==> src/hw/rtl/wieg_pkg.sv <==
// ----------------------------------------------------------------------------
// Wiegand receiver package
// Widths, codes, stream item layouts and the frame phase type.
// ----------------------------------------------------------------------------
package wieg_pkg;

  localparam int SHIFT_WIDTH = 64;
  localparam int CNT_W       = $clog2(SHIFT_WIDTH + 1);

  localparam logic [2:0] MODE_D0    = 3'd0;
  localparam logic [2:0] MODE_D1    = 3'd1;
  localparam logic [2:0] MODE_TICK  = 3'd2;
  localparam logic [2:0] MODE_READ  = 3'd3;
  localparam logic [2:0] MODE_CLEAR = 3'd4;

  localparam logic [1:0] RX_IDLE     = 2'd0;
  localparam logic [1:0] RX_RECEIVE  = 2'd1;
  localparam logic [1:0] RX_COMPLETE = 2'd2;
  localparam logic [1:0] RX_ERROR    = 2'd3;

  localparam logic REG_GAP_TIMEOUT = 1'b0;
  localparam logic REG_BIT_LIMIT   = 1'b1;

  localparam logic [15:0] GAP_TIMEOUT_RESET = 16'd25;
  localparam logic [6:0]  BIT_LIMIT_RESET   = 7'd64;
  localparam logic [6:0]  FRAME26_BITS      = 7'd26;

  typedef enum logic [3:0] {
    PH_IDLE = 4'b0001,
    PH_RECV = 4'b0010,
    PH_DONE = 4'b0100,
    PH_ERR  = 4'b1000
  } phase_t;

  typedef struct packed {
    logic [4:0]  pad;
    logic [31:0] now_ms;
    logic [2:0]  mode;
  } in_item_t;

  typedef struct packed {
    logic [4:0]  pad;
    logic [1:0]  rx_state;
    logic [6:0]  bit_total;
    logic        parity_good;
    logic [7:0]  site_code;
    logic [31:0] card_id;
    logic        frame_done;
  } out_item_t;

  function automatic logic [1:0] phase_code(input phase_t ph);
    logic [1:0] code;
    unique case (ph)
      PH_IDLE: code = RX_IDLE;
      PH_RECV: code = RX_RECEIVE;
      PH_DONE: code = RX_COMPLETE;
      PH_ERR:  code = RX_ERROR;
      default: code = RX_IDLE;
    endcase
    return code;
  endfunction

endpackage

==> src/hw/rtl/wiegand_receiver.sv <==
// ----------------------------------------------------------------------------
// Wiegand receiver
// Collects D0/D1 pulses into a frame, ends it after a silent gap and decodes
// the card id, with a standard parity check for 26-bit frames.
// ----------------------------------------------------------------------------
// Each request carries one event (pulse, tick, read or clear) with its
// millisecond timestamp and produces exactly one response that reports the
// frame state after that event. A request is registered on entry, evaluated
// against the frame state and written into the output register, so the block
// takes one request per clock while the output side does not stall. The single
// frame state update per cycle sets this rate. Configuration writes are taken
// at any time but are meant to happen only while no request is in flight.
module wiegand_receiver (
  input  logic        clk,
  input  logic        rst,
  input  logic        cfg_we,
  input  logic        cfg_index,
  input  logic [15:0] cfg_data,
  input  logic        s_tvalid,
  output logic        s_tready,
  // s_tdata, low bit up: mode[2:0], now_ms[34:3], zero fill[39:35].
  input  logic [39:0] s_tdata,
  output logic        m_tvalid,
  input  logic        m_tready,
  // m_tdata, low bit up: frame_done[0], card_id[32:1], site_code[40:33],
  // parity_good[41], bit_total[48:42], rx_state[50:49], zero fill[55:51].
  output logic [55:0] m_tdata
);

  logic [15:0] gap_timeout_ms;
  logic [6:0]  bit_limit;

  logic                             in_valid;
  wieg_pkg::in_item_t               in_item;
  logic                             advance;

  logic [wieg_pkg::SHIFT_WIDTH-1:0] shift_bits, shift_bits_next;
  logic [wieg_pkg::CNT_W-1:0]       bits_held, bits_held_next;
  logic [31:0]                      last_pulse_ms, last_pulse_ms_next;
  wieg_pkg::phase_t                 phase, phase_next;
  logic                             ready_flag, ready_flag_next;

  wieg_pkg::out_item_t              out_item, out_item_next;

  logic [31:0]                      gap;
  logic                             gap_expired;
  logic [6:0]                       eff_limit;
  logic [wieg_pkg::SHIFT_WIDTH-1:0] shift_start;
  logic [wieg_pkg::CNT_W-1:0]       count_start;
  logic [25:0]                      frame26;
  logic                             frame_done;
  logic [31:0]                      card_id;
  logic [7:0]                       site_code;
  logic                             parity_good;

  assign advance  = in_valid && (!m_tvalid || m_tready);
  assign s_tready = !in_valid || advance;
  assign m_tdata  = out_item;

  always_ff @(posedge clk) begin
    if (rst) begin
      gap_timeout_ms <= wieg_pkg::GAP_TIMEOUT_RESET;
      bit_limit      <= wieg_pkg::BIT_LIMIT_RESET;
    end else if (cfg_we) begin
      unique case (cfg_index)
        wieg_pkg::REG_GAP_TIMEOUT: gap_timeout_ms <= cfg_data;
        wieg_pkg::REG_BIT_LIMIT:   bit_limit      <= cfg_data[6:0];
        default:                   gap_timeout_ms <= gap_timeout_ms;
      endcase
    end
  end

  always_comb begin
    gap         = in_item.now_ms - last_pulse_ms;
    gap_expired = (phase == wieg_pkg::PH_RECV) && (gap > {16'd0, gap_timeout_ms});
    eff_limit   = (bit_limit > 7'(wieg_pkg::SHIFT_WIDTH)) ?
                  7'(wieg_pkg::SHIFT_WIDTH) : bit_limit;
    shift_start = gap_expired ? '0 : shift_bits;
    count_start = gap_expired ? '0 : bits_held;
    frame26     = shift_bits[25:0];

    shift_bits_next    = shift_bits;
    bits_held_next     = bits_held;
    last_pulse_ms_next = last_pulse_ms;
    phase_next         = phase;
    ready_flag_next    = ready_flag;
    frame_done         = 1'b0;
    card_id            = '0;
    site_code          = '0;
    parity_good        = 1'b0;

    unique case (in_item.mode)
      wieg_pkg::MODE_D0, wieg_pkg::MODE_D1: begin
        shift_bits_next = shift_start;
        bits_held_next  = count_start;
        if (gap_expired) begin
          phase_next = wieg_pkg::PH_IDLE;
        end
        if (7'(count_start) >= eff_limit) begin
          phase_next = wieg_pkg::PH_ERR;
        end else begin
          shift_bits_next    = {shift_start[wieg_pkg::SHIFT_WIDTH-2:0], in_item.mode[0]};
          bits_held_next     = count_start + 1'b1;
          last_pulse_ms_next = in_item.now_ms;
          phase_next         = wieg_pkg::PH_RECV;
          ready_flag_next    = 1'b0;
        end
      end
      wieg_pkg::MODE_TICK: begin
        if (gap_expired) begin
          if (bits_held != '0) begin
            phase_next      = wieg_pkg::PH_DONE;
            ready_flag_next = 1'b1;
            frame_done      = 1'b1;
          end else begin
            phase_next = wieg_pkg::PH_IDLE;
          end
        end
      end
      wieg_pkg::MODE_READ: begin
        if (ready_flag) begin
          if (7'(bits_held) == wieg_pkg::FRAME26_BITS) begin
            site_code   = frame26[24:17];
            card_id     = {8'd0, frame26[24:17], frame26[16:1]};
            parity_good = ((frame26[25] ^ (^frame26[24:13])) == 1'b0) &&
                          ((frame26[0] ^ (^frame26[12:1])) == 1'b1);
          end else if (7'(bits_held) >= 7'd2) begin
            card_id = 32'(shift_bits);
          end
          shift_bits_next    = '0;
          bits_held_next     = '0;
          last_pulse_ms_next = '0;
          phase_next         = wieg_pkg::PH_IDLE;
          ready_flag_next    = 1'b0;
        end
      end
      wieg_pkg::MODE_CLEAR: begin
        shift_bits_next    = '0;
        bits_held_next     = '0;
        last_pulse_ms_next = '0;
        phase_next         = wieg_pkg::PH_IDLE;
        ready_flag_next    = 1'b0;
      end
      default: begin
        phase_next = phase;
      end
    endcase

    out_item_next.pad         = '0;
    out_item_next.rx_state    = wieg_pkg::phase_code(phase_next);
    out_item_next.bit_total   = 7'(bits_held_next);
    out_item_next.parity_good = parity_good;
    out_item_next.site_code   = site_code;
    out_item_next.card_id     = card_id;
    out_item_next.frame_done  = frame_done;
  end

  always_ff @(posedge clk) begin
    if (rst) begin
      in_valid      <= 1'b0;
      m_tvalid      <= 1'b0;
      shift_bits    <= '0;
      bits_held     <= '0;
      last_pulse_ms <= '0;
      phase         <= wieg_pkg::PH_IDLE;
      ready_flag    <= 1'b0;
    end else begin
      if (s_tready) begin
        in_valid <= s_tvalid;
      end
      if (advance) begin
        m_tvalid      <= 1'b1;
        shift_bits    <= shift_bits_next;
        bits_held     <= bits_held_next;
        last_pulse_ms <= last_pulse_ms_next;
        phase         <= phase_next;
        ready_flag    <= ready_flag_next;
      end else if (m_tready) begin
        m_tvalid <= 1'b0;
      end
    end
  end

  always_ff @(posedge clk) begin
    if (s_tready && s_tvalid) begin
      in_item <= wieg_pkg::in_item_t'(s_tdata);
    end
    if (advance) begin
      out_item <= out_item_next;
    end
  end

endmodule

==> config.mk <==
export PLATFORM = sky130hd
export DESIGN_NAME = wiegand_receiver
export DESIGN_NICKNAME = d
export VERILOG_FILES = /design/src/hw/rtl/wieg_pkg.sv /design/src/hw/rtl/wiegand_receiver.sv
export SDC_FILE = /design/constraint.sdc
export NUM_CORES = 1
export LEC_CHECK = 0
export BUFFER_PORTS_ARGS = -buffer_cell sky130_fd_sc_hd__buf_4
export CORE_ASPECT_RATIO = 1.75
export CORE_UTILIZATION = 55
export CTS_CLUSTER_DIAMETER = 40
export DETAILED_ROUTE_END_ITERATION = 6
export GPL_ROUTABILITY_DRIVEN = 0
export MAX_ROUTING_LAYER = met4
export PLACE_DENSITY = 0.83
export SLEW_MARGIN = 5
export SYNTH_ARGS = -nofsm -noshare
export SYNTH_HDL_FRONTEND = slang
export SYNTH_SLANG_ARGS = --single-unit
==> constraint.sdc <==
create_clock -name clk -period 9.5 [get_ports clk]
set_input_delay 1.9 -clock clk [delete_from_list [all_inputs] [get_ports clk]]
set_output_delay 1.9 -clock clk [all_outputs]
set_load 0.005 [all_outputs]
# Yosys cells after proc, flatten, opt, wreduce, memory -nomap -nowiden
# Cells that the tools add are included.
word_totals:
  ff_bits: 218
  out_inout_bits: 58
classes:
  bitwise: 7
  magnitude_cmp: 4
  reduce_logical: 26
  mux: 27
  n_addsub: 2
  eq_ne: 13
op_table:
  columns: ["cell", "n"]
  rows:
  - ["$mux W63", 3]
  - ["$pmux W63 S3", 1]
  - ["$pmux W32 S3", 1]
  - ["$mux W32", 2]
  - ["$mux W24", 2]
  - ["$gt A32 B16 Y1", 1]
  - ["$sub A32 B32 Y32", 1]
  - ["$mux W7", 4]
  - ["$reduce_xor A12 Y1", 2]
  - ["$pmux W7 S3", 1]
  - ["$pmux W4 S4", 1]
  - ["$mux W4", 3]
  - ["$eq A4 B2 Y1 const B", 2]
  - ["$ne A2 B2 Y1 const B", 4]
  - ["$reduce_and A2 Y1", 4]
  - ["$add A7 B1 Y7 const B", 1]
  - ["$eq A7 B5 Y1 const B", 1]
  - ["$ge A7 B2 Y1 const B", 1]
  - ["$ge A7 B7 Y1", 1]
  - ["$gt A7 B7 Y1 const B", 1]
  - ["$reduce_bool A7 Y1", 1]
  - ["$eq A3 B2 Y1 const B", 2]
  - ["$mux W1", 6]
  - ["$pmux W2 S3", 1]
  - ["other kinds (19)", 32]

# Longest topological paths before layout
# Gate-level depths: netlist (run 1).
depth:
  depth_word: 9
  depth_mapped: 35

# Worst setup path after synthesis (run 1)
# OpenSTA, ideal clock, no wires.
synth_path:
  path_type: "reg2reg"
  startpoint: "reg in_item[12] in the netlist's numbering"
  endpoint: "reg bits_held[2] in the netlist's numbering"
  arrival_ns: 6.626
  required_time_ns: 9.441
  path_stages_with_launch: 34
  setup_slack_ns: 2.815
  path_cell_list: "edfxtp_1 > ha_1 > buf_2 > nand2_1 > or4_1 > o21ba_2 > or2_2 > a21o_1 > a21oi_1 > xnor2_1 > ha_1 > nand4_1 > or2_2 > or3_1 > a211oi_1 > nand4_1 > nor4_4 > nand3_4 > nand2_2 > buf_6 > nand2_1 > ha_1 > nand2b_1 > a21o_1 > a21o_1 > a21o_1 > a211o_1 > a21oi_1 > clkbuf_1 > nand2_1 > a211oi_1 > a41oi_1 > a211oi_1 > a31o_1"
synth_between:
  elab_chain_cells: 7
  elab_cells_between_ends: 8
synth_lines:
  columns: ["item", "line_no", "rtl"]
  rows:
  - ["from (decl)", "wiegand_receiver.sv:34", "wieg_pkg::in_item_t in_item;"]
  - ["from (signal assigned)", "wiegand_receiver.sv:186", "in_item <= wieg_pkg::in_item_t'(s_tdata);"]
  - ["$sub A32 B32 Y32 (*)", "wiegand_receiver.sv:74", "gap = in_item.now_ms - last_pulse_ms;"]
  - ["$gt A32 B16 Y1 (*)", "wiegand_receiver.sv:75", "gap_expired = (phase == wieg_pkg::PH_RECV) && (gap > {16'd0, gap_timeout_ms});"]
  - ["$logic_and A1 B1 Y1 (*)", "wiegand_receiver.sv:75", null]
  - ["$mux W7 (*)", "wiegand_receiver.sv:79", "count_start = gap_expired ? '0 : bits_held;"]
  - ["$add A7 B1 Y7 or $ge A7 B7 Y1 (tied branches)", "wiegand_receiver.sv:103, wiegand_receiver.sv:99", null]
  - ["$mux W7 (*)", "wiegand_receiver.sv:99", "if (7'(count_start) >= eff_limit) begin"]
  - ["$pmux W7 S3 (*)", "wiegand_receiver.sv:92", "unique case (in_item.mode)"]
  - ["to (signal assigned)", "wiegand_receiver.sv:174", "bits_held <= bits_held_next;"]
  - ["to (decl)", "wiegand_receiver.sv:38", "logic [wieg_pkg::CNT_W-1:0] bits_held, bits_held_next;"]
# Mark *: on every way between the ends. The rest lies on a longest branch, timed or not.
# A chain may end at the register's enable or synchronous reset.

# Worst setup path in the final report (run 1)
layout_path:
  startpoint: "reg in_item[9] in the netlist's numbering"
  endpoint: "reg out_item (netlist bit m_tdata[48]) (data pin)"
layout_between:
  elab_chain_cells: 7
  elab_cells_between_ends: 8
layout_lines:
  columns: ["item", "line_no", "rtl"]
  rows:
  - ["$sub A32 B32 Y32 (*)", "wiegand_receiver.sv:74", null]
  - ["$gt A32 B16 Y1 (*)", "wiegand_receiver.sv:75", null]
  - ["$logic_and A1 B1 Y1 (*)", "wiegand_receiver.sv:75", null]
  - ["$mux W7 (*)", "wiegand_receiver.sv:79", null]
  - ["$add A7 B1 Y7 or $ge A7 B7 Y1 (tied branches)", "wiegand_receiver.sv:103, wiegand_receiver.sv:99", null]
  - ["$mux W7 (*)", "wiegand_receiver.sv:99", null]
  - ["$pmux W7 S3 (*)", "wiegand_receiver.sv:92", null]
  - ["via bits_held_next, one bit", "wiegand_receiver.sv:38", null]
  - ["to (signal assigned)", "wiegand_receiver.sv:189", "out_item <= out_item_next;"]
  - ["to (decl)", "wiegand_receiver.sv:43", "wieg_pkg::out_item_t out_item, out_item_next;"]
# The timed path passes the listed nets; every way through them passes the cells marked *.

==> results.txt, run 1 <==
- The share of total power dissipated in combinational logic is 0.141.
- Part of the power in the clock network: 0.375
- The setup check on the worst reg-to-reg path leaves a slack of 1.59 ns.
- CP Class: flip-flop to flip-flop
* Max Clock Freq: 0.126 GHz
- The via count of the first global-routing pass was 8163.
- Setup repair after global routing left no endpoint under its margin.
- By instance count, the cell type seen most on the critical path is sky130_fd_sc_hd__a21o_1.
- Of the available clock period, the critical path in the final layout requires 0.832.
- For this block, the initial DRC count from the detailed router was 378.
- The synthesized netlist occupies a cell area of 0.0101 mm².
- Kind of capture point of the worst setup path: flip-flop
- The die covers 0.0189 mm².
* Cell variety after synth: 82
* Per-cell routed wire length: 16.2 µm
- Net switching power: 0.508 mW
* Post-synthesis cell count: 1079
* Data arrival at the endpoint of the critical path: 8.04 ns
* Count of yosys warnings during synthesis: 0
- On the final layout, the worst hold slack is 0.451 ns.
- Leftover overflow at the end of global routing: 0
- Multi-input logic area: 0.00495 mm²
- In the final design database the tool counted 1274 nets.
- Sum of negative setup slack: 0 ns
- Syn-to-layout area delta: 14.4%
- Clock tree synthesis inserted a total of 17 buffers.
* Sequential fraction of design power: 0.484
- Critical Path Fanout Max: 30
* CP max stage delay: 0.42 ns
- Of the total synthesized cell area, the portion taken by XOR and XNOR cells is 0.0382.
- The root buffer cell chosen for the clock tree is sky130_fd_sc_hd__clkbuf_16.
* Total DRC errors in the routed layout: 0
- Clock H-tree levels: 4
- CTS Hold Bufs: 0
- Post-synthesis share of cell area spent on and, or, nand and nor gates: 0.177
* FF+latch area: 0.00460 mm²
- Max-cap check violation count: 0
- The flow ran to the end, and the final reports show no timing, DRC or antenna violations.
* Effective utilization at floorplan: 0.562
* Area share of fa/ha/maj cells after synthesis: 0.0702
- Count of final max-slew check failures: 0
- The longest clock path from root to sink contains 2 buffers.
* Average via count per standard cell: 5.93
- On the critical path the largest part of the delay comes from simple AND/OR/NAND/NOR gates.
- Summed over all cells, the static leakage comes to 4.34 nW.
- Switch share: 0.278
- Number of filler instances in the final layout: 1435
- HP Class: flip-flop to flip-flop
* Via count of the routed design: 8325
- Post-CTS timing repair inserted 0 buffers for setup.
- The final-report hold violation count came to 0.
* TritonCTS clock tree: yes
- The share of the Yosys chip area taken by registers is 0.456.
* Share of the synthesized area in compound gates (AO/OA/AOI/OAI): 0.198
* Sum of routed wire length over all layers: 22.7 mm
- For the worst-skew pair, the clock arrives at the later sink with an insertion delay of 0.43 ns.
- Of all flip-flops after synthesis, the portion carrying an async set or reset was 0.
- Clock transition at path regs: 0.07 ns
* Setup violations, final: 0
- Once detailed placement completed, the half-perimeter wirelength came to 16.6 mm.
- Average instance area after synthesis: 9.35 µm²
* Quantity of gates resized following cts: 0
- In the synthesized netlist the dominant register cell turns out to be sky130_fd_sc_hd__dfxtp_1.
* Antenna violations before repair: 0
* Diode count: 0
- FP Rows: 65
- At the end of the flow the core is filled with cells to 0.642.
- Subtracting the final worst setup slack from the clock period gives 7.91 ns.
* Chip width: 104 µm
- Across the VDD grid, the largest voltage drop is 0.120 mV.
- Worst rel slew slack: 0.257
- At the pin with the least slew margin, the transition time is 1.11 ns.
* Port bufs: 109
- After synthesis, the share of cell area in mux cells is 0.00508.
- CTS Sinks: 187
- The first global-routing pass estimated 37.1 mm of wire.
* Number of detailed-route iterations in the first pass: 5
- Counting flops and latches in the post-synthesis netlist gives 187.
- Fraction of final layout cells sized beyond drive strength 1: 0.148
* Critical path launch point type: flip-flop
- Count of buffer and inverter cells on the critical path: 1
* Top-Level Pins: 120
- Pin count of the biggest net entering global routing: 68
- Gr usage total: 0.251
- Critical path's slowest cell: sky130_fd_sc_hd__nand2_2
- From bottom edge to top edge, the die measures 181 µm.
* Remaining antenna violation count after routing: 0
* Area of the core: 0.0180 mm²
* Worst clock skew: 0.0133 ns
- Post-synth EDFFs: 86
- The internal power of the cells totals 1.32 mW.
* Power density over the cells: 159 mW/mm²
* Required @ worst endpoint: 9.64 ns
- Largest family of logic cells by synthesized area: compound AO/OA/AOI/OAI gates
-- sequential cells by signal, summed over array words and instances (netlist names) --
name and count:
bit_limit 7, bits_held 7, gap_timeout_ms 16, in_item 35, in_valid 1, last_pulse_ms 32, m_tdata 51, m_tvalid 1
phase 4, ready_flag 1, shift_bits 32
-- power by group through the flow --
stage	registers [mW]	clock network, mW	logic, mW
after floorplan	0.900	0	0.176
after global placement	0.903	0	0.246
after detailed placement	0.904	0	0.253
after global routing	0.888	0.730	0.284
final	0.886	0.687	0.258
after CTS	0.886	0.700	0.256
-- logic make-up after synthesis --
family / after synthesis
other: 1
xor gates and xnor gates: 44
AOI/OAI and AO/OA: 300
and+or+nand+nor: 359
muxes: 5
adders and majority gates: 56
DFF: 187
buffers and inverters: 127
-- synthesized netlist by cell type (10+ instances only) --
library cell | number | area, µm²
sky130_fd_sc_hd__a211oi_1 | 11 | 82.6
sky130_fd_sc_hd__a21o_1 | 26 | 195
sky130_fd_sc_hd__a21oi_1 | 111 | 556
sky130_fd_sc_hd__a22o_1 | 47 | 412
sky130_fd_sc_hd__a31oi_1 | 17 | 106
sky130_fd_sc_hd__and2_1 | 26 | 163
sky130_fd_sc_hd__buf_2 | 10 | 50.1
sky130_fd_sc_hd__clkbuf_1 | 40 | 150
sky130_fd_sc_hd__dfxtp_1 | 101 | 2020
sky130_fd_sc_hd__edfxtp_1 | 86 | 2580
sky130_fd_sc_hd__ha_1 | 55 | 688
sky130_fd_sc_hd__inv_1 | 61 | 229
sky130_fd_sc_hd__nand2_1 | 137 | 514
sky130_fd_sc_hd__nand2b_1 | 12 | 75.1
sky130_fd_sc_hd__nand3_1 | 56 | 280
sky130_fd_sc_hd__nand4_1 | 20 | 125
sky130_fd_sc_hd__nor2_1 | 44 | 165
sky130_fd_sc_hd__nor3_1 | 15 | 75.1
sky130_fd_sc_hd__o21ai_0 | 20 | 100
sky130_fd_sc_hd__o21ai_1 | 10 | 50.1
sky130_fd_sc_hd__xnor2_1 | 37 | 324
-- layout by cell type, fill, tap and decap left out, types with 20 or more instances in the layout --
| cell | count |
|---|---|
| sky130_fd_sc_hd__o21ai_0 | 20 |
| sky130_fd_sc_hd__dfxtp_1 | 101 |
| sky130_fd_sc_hd__inv_1 | 60 |
| sky130_fd_sc_hd__a21o_1 | 26 |
| sky130_fd_sc_hd__a21oi_1 | 110 |
| sky130_fd_sc_hd__ha_1 | 55 |
| sky130_fd_sc_hd__nor2_1 | 43 |
| sky130_fd_sc_hd__nand2_1 | 137 |
| sky130_fd_sc_hd__edfxtp_1 | 86 |
| sky130_fd_sc_hd__buf_4 | 119 |
| sky130_fd_sc_hd__and2_1 | 26 |
| sky130_fd_sc_hd__nand3_1 | 56 |
| sky130_fd_sc_hd__a22o_1 | 47 |
| sky130_fd_sc_hd__nand4_1 | 20 |
| sky130_fd_sc_hd__xnor2_1 | 37 |
-- worst min-delay path: stages (launching register included) --
cell and delay [ns]:
sky130_fd_sc_hd__dfxtp_1 0.31, sky130_fd_sc_hd__nand2_1 0.05, sky130_fd_sc_hd__a21oi_1 0.05
-- area by class of cell --
class | instances | share of cell area
Inverter | 62 | 0.0202
Clock buffer | 18 | 0.0372
Clock inverter | 14 | 0.0120
Multi-Input combinational cell | 769 | 0.429
Sequential cell | 187 | 0.399
Tap cell | 234 | 0.0254
Timing Repair Buffer | 119 | 0.0774
-- worst paths after layout --
| path | start | end | cells after the start |
|---|---|---|---|
| worst max-delay path | in_item[9]$_DFFE_PP_ | m_tdata[48]$_DFFE_PP_ | 31 |
| worst min-delay path | last_pulse_ms[4]$_SDFFE_PP0P_ | last_pulse_ms[4]$_SDFFE_PP0P_ | 2 |
| worst max register to register | in_item[9]$_DFFE_PP_ | m_tdata[48]$_DFFE_PP_ | 31 |
| worst min register to register | last_pulse_ms[4]$_SDFFE_PP0P_ | last_pulse_ms[4]$_SDFFE_PP0P_ | 2 |
-- stage by stage --
step / cell area, µm² / setup slack, ns / power [mW] / std cells
after floorplan: 10100 / 2.82 / 1.08 / 1083
after global placement: 11000 / 1.78 / 1.15 / 1371
after detailed placement: 11000 / 1.75 / 1.16 / 1371
after CTS: 11500 / 1.67 / 1.84 / 1403
after global routing: 11500 / 1.06 / 1.90 / 1403
final: 11500 / 1.59 / 1.83 / 1403
-- metal layers --
layer  track usage  vias to the layer above  part of all wire
li1              -                     4047                 -
met1         0.242                     3908              0.37
met2         0.466                      289              0.55
met3        0.0339                       81             0.038
met4         0.155                        0             0.050
met5             -                        -                 0
Power figures use the tool's default switching activity.
==> run 2: changes to the inputs <==
Settings changed: ABC_AREA from default to 1.
Clock period 9.5 ns to 7.6 ns, I/O delays scaled along.
==> results.txt, run 2 <==
- The count of different cell masters after synthesis is 49 (was 82).
- Leftover overflow at the end of global routing: 0 (unchanged)
* Data arrival at the endpoint of the critical path: 6.64 ns (was 8.04 ns)
- The quantity of gates resized following cts is 0 (unchanged).
- The number of cells after detailed placement came to 1790 (was 1371).
- The final-report max-slew violation count came to 0 (unchanged).
* Length in cells of the worst reg-to-reg path: 34 (was 31)
- The via count of the first global-routing pass was 9476 (was 8163).
- The count of maximum capacitance violations is 0 (unchanged).
- The count of warnings emitted by yosys is 0 (unchanged).
* Fraction of registers with async set or reset after synthesis: 0 (unchanged)
* Post-detail-place hpwl: 19.6 mm (was 16.6 mm)
* Relative contribution of combinational cells to total power: 0.156 (was 0.141)
- The most frequent cell after synthesis is sky130_fd_sc_hd__nand2_1 (unchanged).
* Gr usage total: 0.281 (was 0.251)
- The sequential share of power is 0.474 (was 0.484).
- Cell types with the highest counts after synthesis: sky130_fd_sc_hd__nand2_1 (369), sky130_fd_sc_hd__inv_1 (249), sky130_fd_sc_hd__a21oi_1 (117) (was sky130_fd_sc_hd__nand2_1 (137), sky130_fd_sc_hd__a21oi_1 (111), sky130_fd_sc_hd__dfxtp_1 (101))
- The number of iterations in the first detailed-routing pass came to 6 (was 5).
* Most used cells in the layout excluding fill and tap cells: sky130_fd_sc_hd__nand2_1 (369), sky130_fd_sc_hd__inv_1 (248), sky130_fd_sc_hd__a21oi_1 (117), sky130_fd_sc_hd__buf_4 (116), sky130_fd_sc_hd__nand3_1 (109) (was sky130_fd_sc_hd__nand2_1 (137), sky130_fd_sc_hd__buf_4 (119), sky130_fd_sc_hd__a21oi_1 (110), sky130_fd_sc_hd__dfxtp_1 (101), sky130_fd_sc_hd__edfxtp_1 (86))
- Library cell occupying the most area in the post-synthesis netlist: sky130_fd_sc_hd__edfxtp_1 (unchanged)
- Final cycle utilization of the critical path: 0.830 (was 0.832)
- The root buffer cell is sky130_fd_sc_hd__clkbuf_16 (unchanged).
* Largest delay contributor family on the critical path: simple AND/OR/NAND/NOR gates (unchanged)
* Internal power: 1.69 mW (was 1.32 mW)
- The largest clock skew in the final design is 0.00939 ns (was 0.0133 ns).
* CTS Sinks: 187 (unchanged)
- The path type of the worst min-delay path was flip-flop to flip-flop (unchanged).
* Starting DRT DRC Count: 539 (was 378)
- Switch share: 0.280 (was 0.278)
* Final standard cell count with taps included and fillers excluded: 1822 (was 1403)
- CTS Hold Bufs: 0 (unchanged)
- The pre-CTS worst setup slack came to 1.39 ns (was 1.75 ns).
- The kind of start point of the critical path is a flip-flop (unchanged).
- Effective utilization at floorplan: 0.567 (was 0.562)
* Average instance area after synthesis: 7.37 µm² (was 9.35 µm²)
- Total Die Area: 0.0205 mm² (was 0.0189 mm²)
- Worst flop-to-flop path endpoint: bits_held[0]$_SDFFE_PP0P_ (was m_tdata[48]$_DFFE_PP_)
- Sequential area share after synthesis: 0.421 (was 0.456)
- The category of the most critical setup path is flip-flop to flip-flop (unchanged).
* Post-synth top flop: sky130_fd_sc_hd__dfxtp_1 (unchanged)
* Number of filler instances in the final layout: 1659 (was 1435)
- Final Hold Slack: 0.478 ns (was 0.451 ns)
- The critical path buffer and inverter count is 5 (was 1).
* Fraction of final layout cells sized beyond drive strength 1: 0.119 (was 0.148)
- Post-synthesis cell count: 1484 (was 1079)
- The number of buffers inserted to repair setup after CTS is 0 (unchanged).
- Worst R2R Start: in_item[3]$_DFFE_PP_ (was in_item[9]$_DFFE_PP_)
- Via count of the routed design: 9972 (was 8325)
- Result of the run: finished clean (unchanged)
* Total standard cell area after synthesis: 0.0109 mm² (was 0.0101 mm²)
- Top-Level Pins: 120 (unchanged)
- The source of the worst hold timing path is last_pulse_ms[8]$_SDFFE_PP0P_ (was last_pulse_ms[4]$_SDFFE_PP0P_).
- The standby leakage power came to 5.52 nW (was 4.34 nW).
- Register bit total from synthesis: 187 (unchanged)
- First-pass GRT wire length: 43.6 mm (was 37.1 mm)
- Total DRC errors in the routed layout: 0 (unchanged)
* Internal reg-to-reg setup slack: 1.29 ns (was 1.59 ns)
- The slew at the pin with the worst max-slew slack came to 1.18 ns (was 1.11 ns).
- Number of flip-flops in the largest register: 51 (unchanged)
* Antenna violations before repair: 0 (unchanged)
* Area of the core: 0.0193 mm² (was 0.0180 mm²)
* Number of CTS-inserted buffers: 17 (unchanged)
- The row count was 67 (was 65).
- Final Instance Area: 0.0125 mm² (was 0.0115 mm²)
- Critical Path Fanout Max: 44 (was 30)
- Cell types occupying the most area after synthesis: sky130_fd_sc_hd__edfxtp_1 (24%), sky130_fd_sc_hd__dfxtp_1 (18%), sky130_fd_sc_hd__nand2_1 (13%) (was sky130_fd_sc_hd__edfxtp_1 (26%), sky130_fd_sc_hd__dfxtp_1 (20%), sky130_fd_sc_hd__ha_1 (6.8%))
* Max Clock Freq: 0.158 GHz (was 0.126 GHz)
- The minimum period implied by the final worst setup slack was 6.31 ns (was 7.91 ns).
- The power per cell area is 188 mW/mm² (was 159 mW/mm²).
* Sum of negative setup slack: 0 ns (unchanged)
- The antenna diode count came to 0 (unchanged).
* Per-cell routed wire length: 15.0 µm (was 16.2 µm)
* Largest buffer count on any clock path: 2 (unchanged)
- CP max stage delay: 0.57 ns (was 0.42 ns)
- Chip width: 109 µm (was 104 µm)
- Required @ worst endpoint: 7.93 ns (was 9.64 ns)
- Unrepaired setup endpoints after global routing: no (unchanged)
* Standard cell area after detailed placement: 0.0119 mm² (was 0.0110 mm²)
* Post-synth EDFFs: 86 (unchanged)
* Worst-Skew Late Latency: 0.44 ns (was 0.43 ns)
- Final nets: 1686 (was 1274)
- The most common cell after layout, fill and taps aside is sky130_fd_sc_hd__nand2_1 (unchanged).
- The slowest library cell on the worst path is sky130_fd_sc_hd__inv_1 (was sky130_fd_sc_hd__nand2_2).
- Clock transition at path regs: 0.07 ns (about the same)
- Setup violations, final: 0 (unchanged)
* Height of the chip: 189 µm (was 181 µm)
- The worst path setup slack after routing was 1.29 ns (was 1.59 ns).
- Average via count per standard cell: 5.47 (was 5.93)
* Syn-to-layout area delta: 13.9% (was 14.4%)
* Most frequent CP cell: sky130_fd_sc_hd__nand2_1 (was sky130_fd_sc_hd__a21o_1)
- The TritonCTS clock tree was yes (unchanged).
- Sum of routed wire length over all layers: 27.3 mm (was 22.7 mm)
- The peak supply drop is 0.134 mV (was 0.120 mV).
- The endpoint with the worst hold slack was last_pulse_ms[8]$_SDFFE_PP0P_ (was last_pulse_ms[4]$_SDFFE_PP0P_).
- Kind of capture point of the worst setup path: flip-flop (unchanged)
* Part of the power in the clock network: 0.371 (was 0.375)
* Worst rel slew slack: 0.213 (was 0.257)
- Number of hold violations in the final report: 0 (unchanged)
* Pin count of the biggest net entering global routing: 79 (was 68)
- The top-area cell type share of the netlist area came to 0.236 (was 0.256).
- The net switching power of the design was 0.657 mW (was 0.508 mW).
* Hold-critical path depth: 2 (unchanged)
- Port bufs: 109 (unchanged)
* Clock H-tree levels: 4 (unchanged)
- The final antenna-violating net count is 0 (unchanged).
==> run 2: layout make-up <==
type                    count  area [µm²]  area share
clock buffers              18         439      0.0352
repair buffers            116         871      0.0699
multi-input cells         989        5150       0.413
well taps                 241         302      0.0242
flip-flops and latches    187        4600       0.369
clock inverters            14         135      0.0108
inverters                 257         965      0.0774
==> run 2: cells by family after synthesis <==
group,synth area share
compound gates,0.129
xor+xnor,0.0320
fa+ha+maj,0.0647
buf+inv,0.111
flops,0.421
other cells,0.000343
simple gates,0.242
==> run 2: power groups by stage <==
stage               Clock (mW)  Combinational (mW)  Sequential, mW
CTS                      0.877               0.362            1.11
global route             0.916               0.409            1.12
floorplan                    0               0.244            1.13
detailed placement           0               0.360            1.13
finish                   0.870               0.366            1.11
global placement             0               0.347            1.13
==> run 2: metal layers <==
metal,wire length (µm),vias to the layer above,GRT usage
met2,14700,312,0.503
met5,0,-,-
met4,1320,0,0.161
li1,-,4946,-
met1,9970,4620,0.286
met3,1230,94,0.0356
==> run 2: worst register-to-register path: cells and delay by family (launching register included) <==
kind	cells	cell delay, ns
AOI/OAI and AO/OA	4	0.61
xor gates and xnor gates	1	0.28
adders and majority gates	4	1.05
buffers and inverters	5	0.90
DFF	1	0.35
and+or+nand+nor	20	3.02
==> run 2: how the worst max path moves through the flow <==
stage / from / to / slack, ns / depth (start not counted)
floorplan: in_item[3]$_DFFE_PP_ / m_tdata[47]$_DFFE_PP_ / 3.02 / 39
finish: in_item[3]$_DFFE_PP_ / bits_held[0]$_SDFFE_PP0P_ / 1.29 / 34
global route: in_item[3]$_DFFE_PP_ / last_pulse_ms[4]$_SDFFE_PP0P_ / 0.80 / 33
detailed placement: in_item[3]$_DFFE_PP_ / bits_held[0]$_SDFFE_PP0P_ / 1.39 / 34
CTS: in_item[3]$_DFFE_PP_ / bits_held[0]$_SDFFE_PP0P_ / 1.39 / 34
global placement: in_item[3]$_DFFE_PP_ / bits_held[0]$_SDFFE_PP0P_ / 1.55 / 34
==> run 2: metrics by stage <==
step | utilization | power (mW)
after floorplan | - | 1.37
after global placement | 0.617 | 1.48
after detailed placement | 0.617 | 1.49
after CTS | 0.646 | 2.35
after global routing | 0.646 | 2.44
final | 0.646 | 2.35
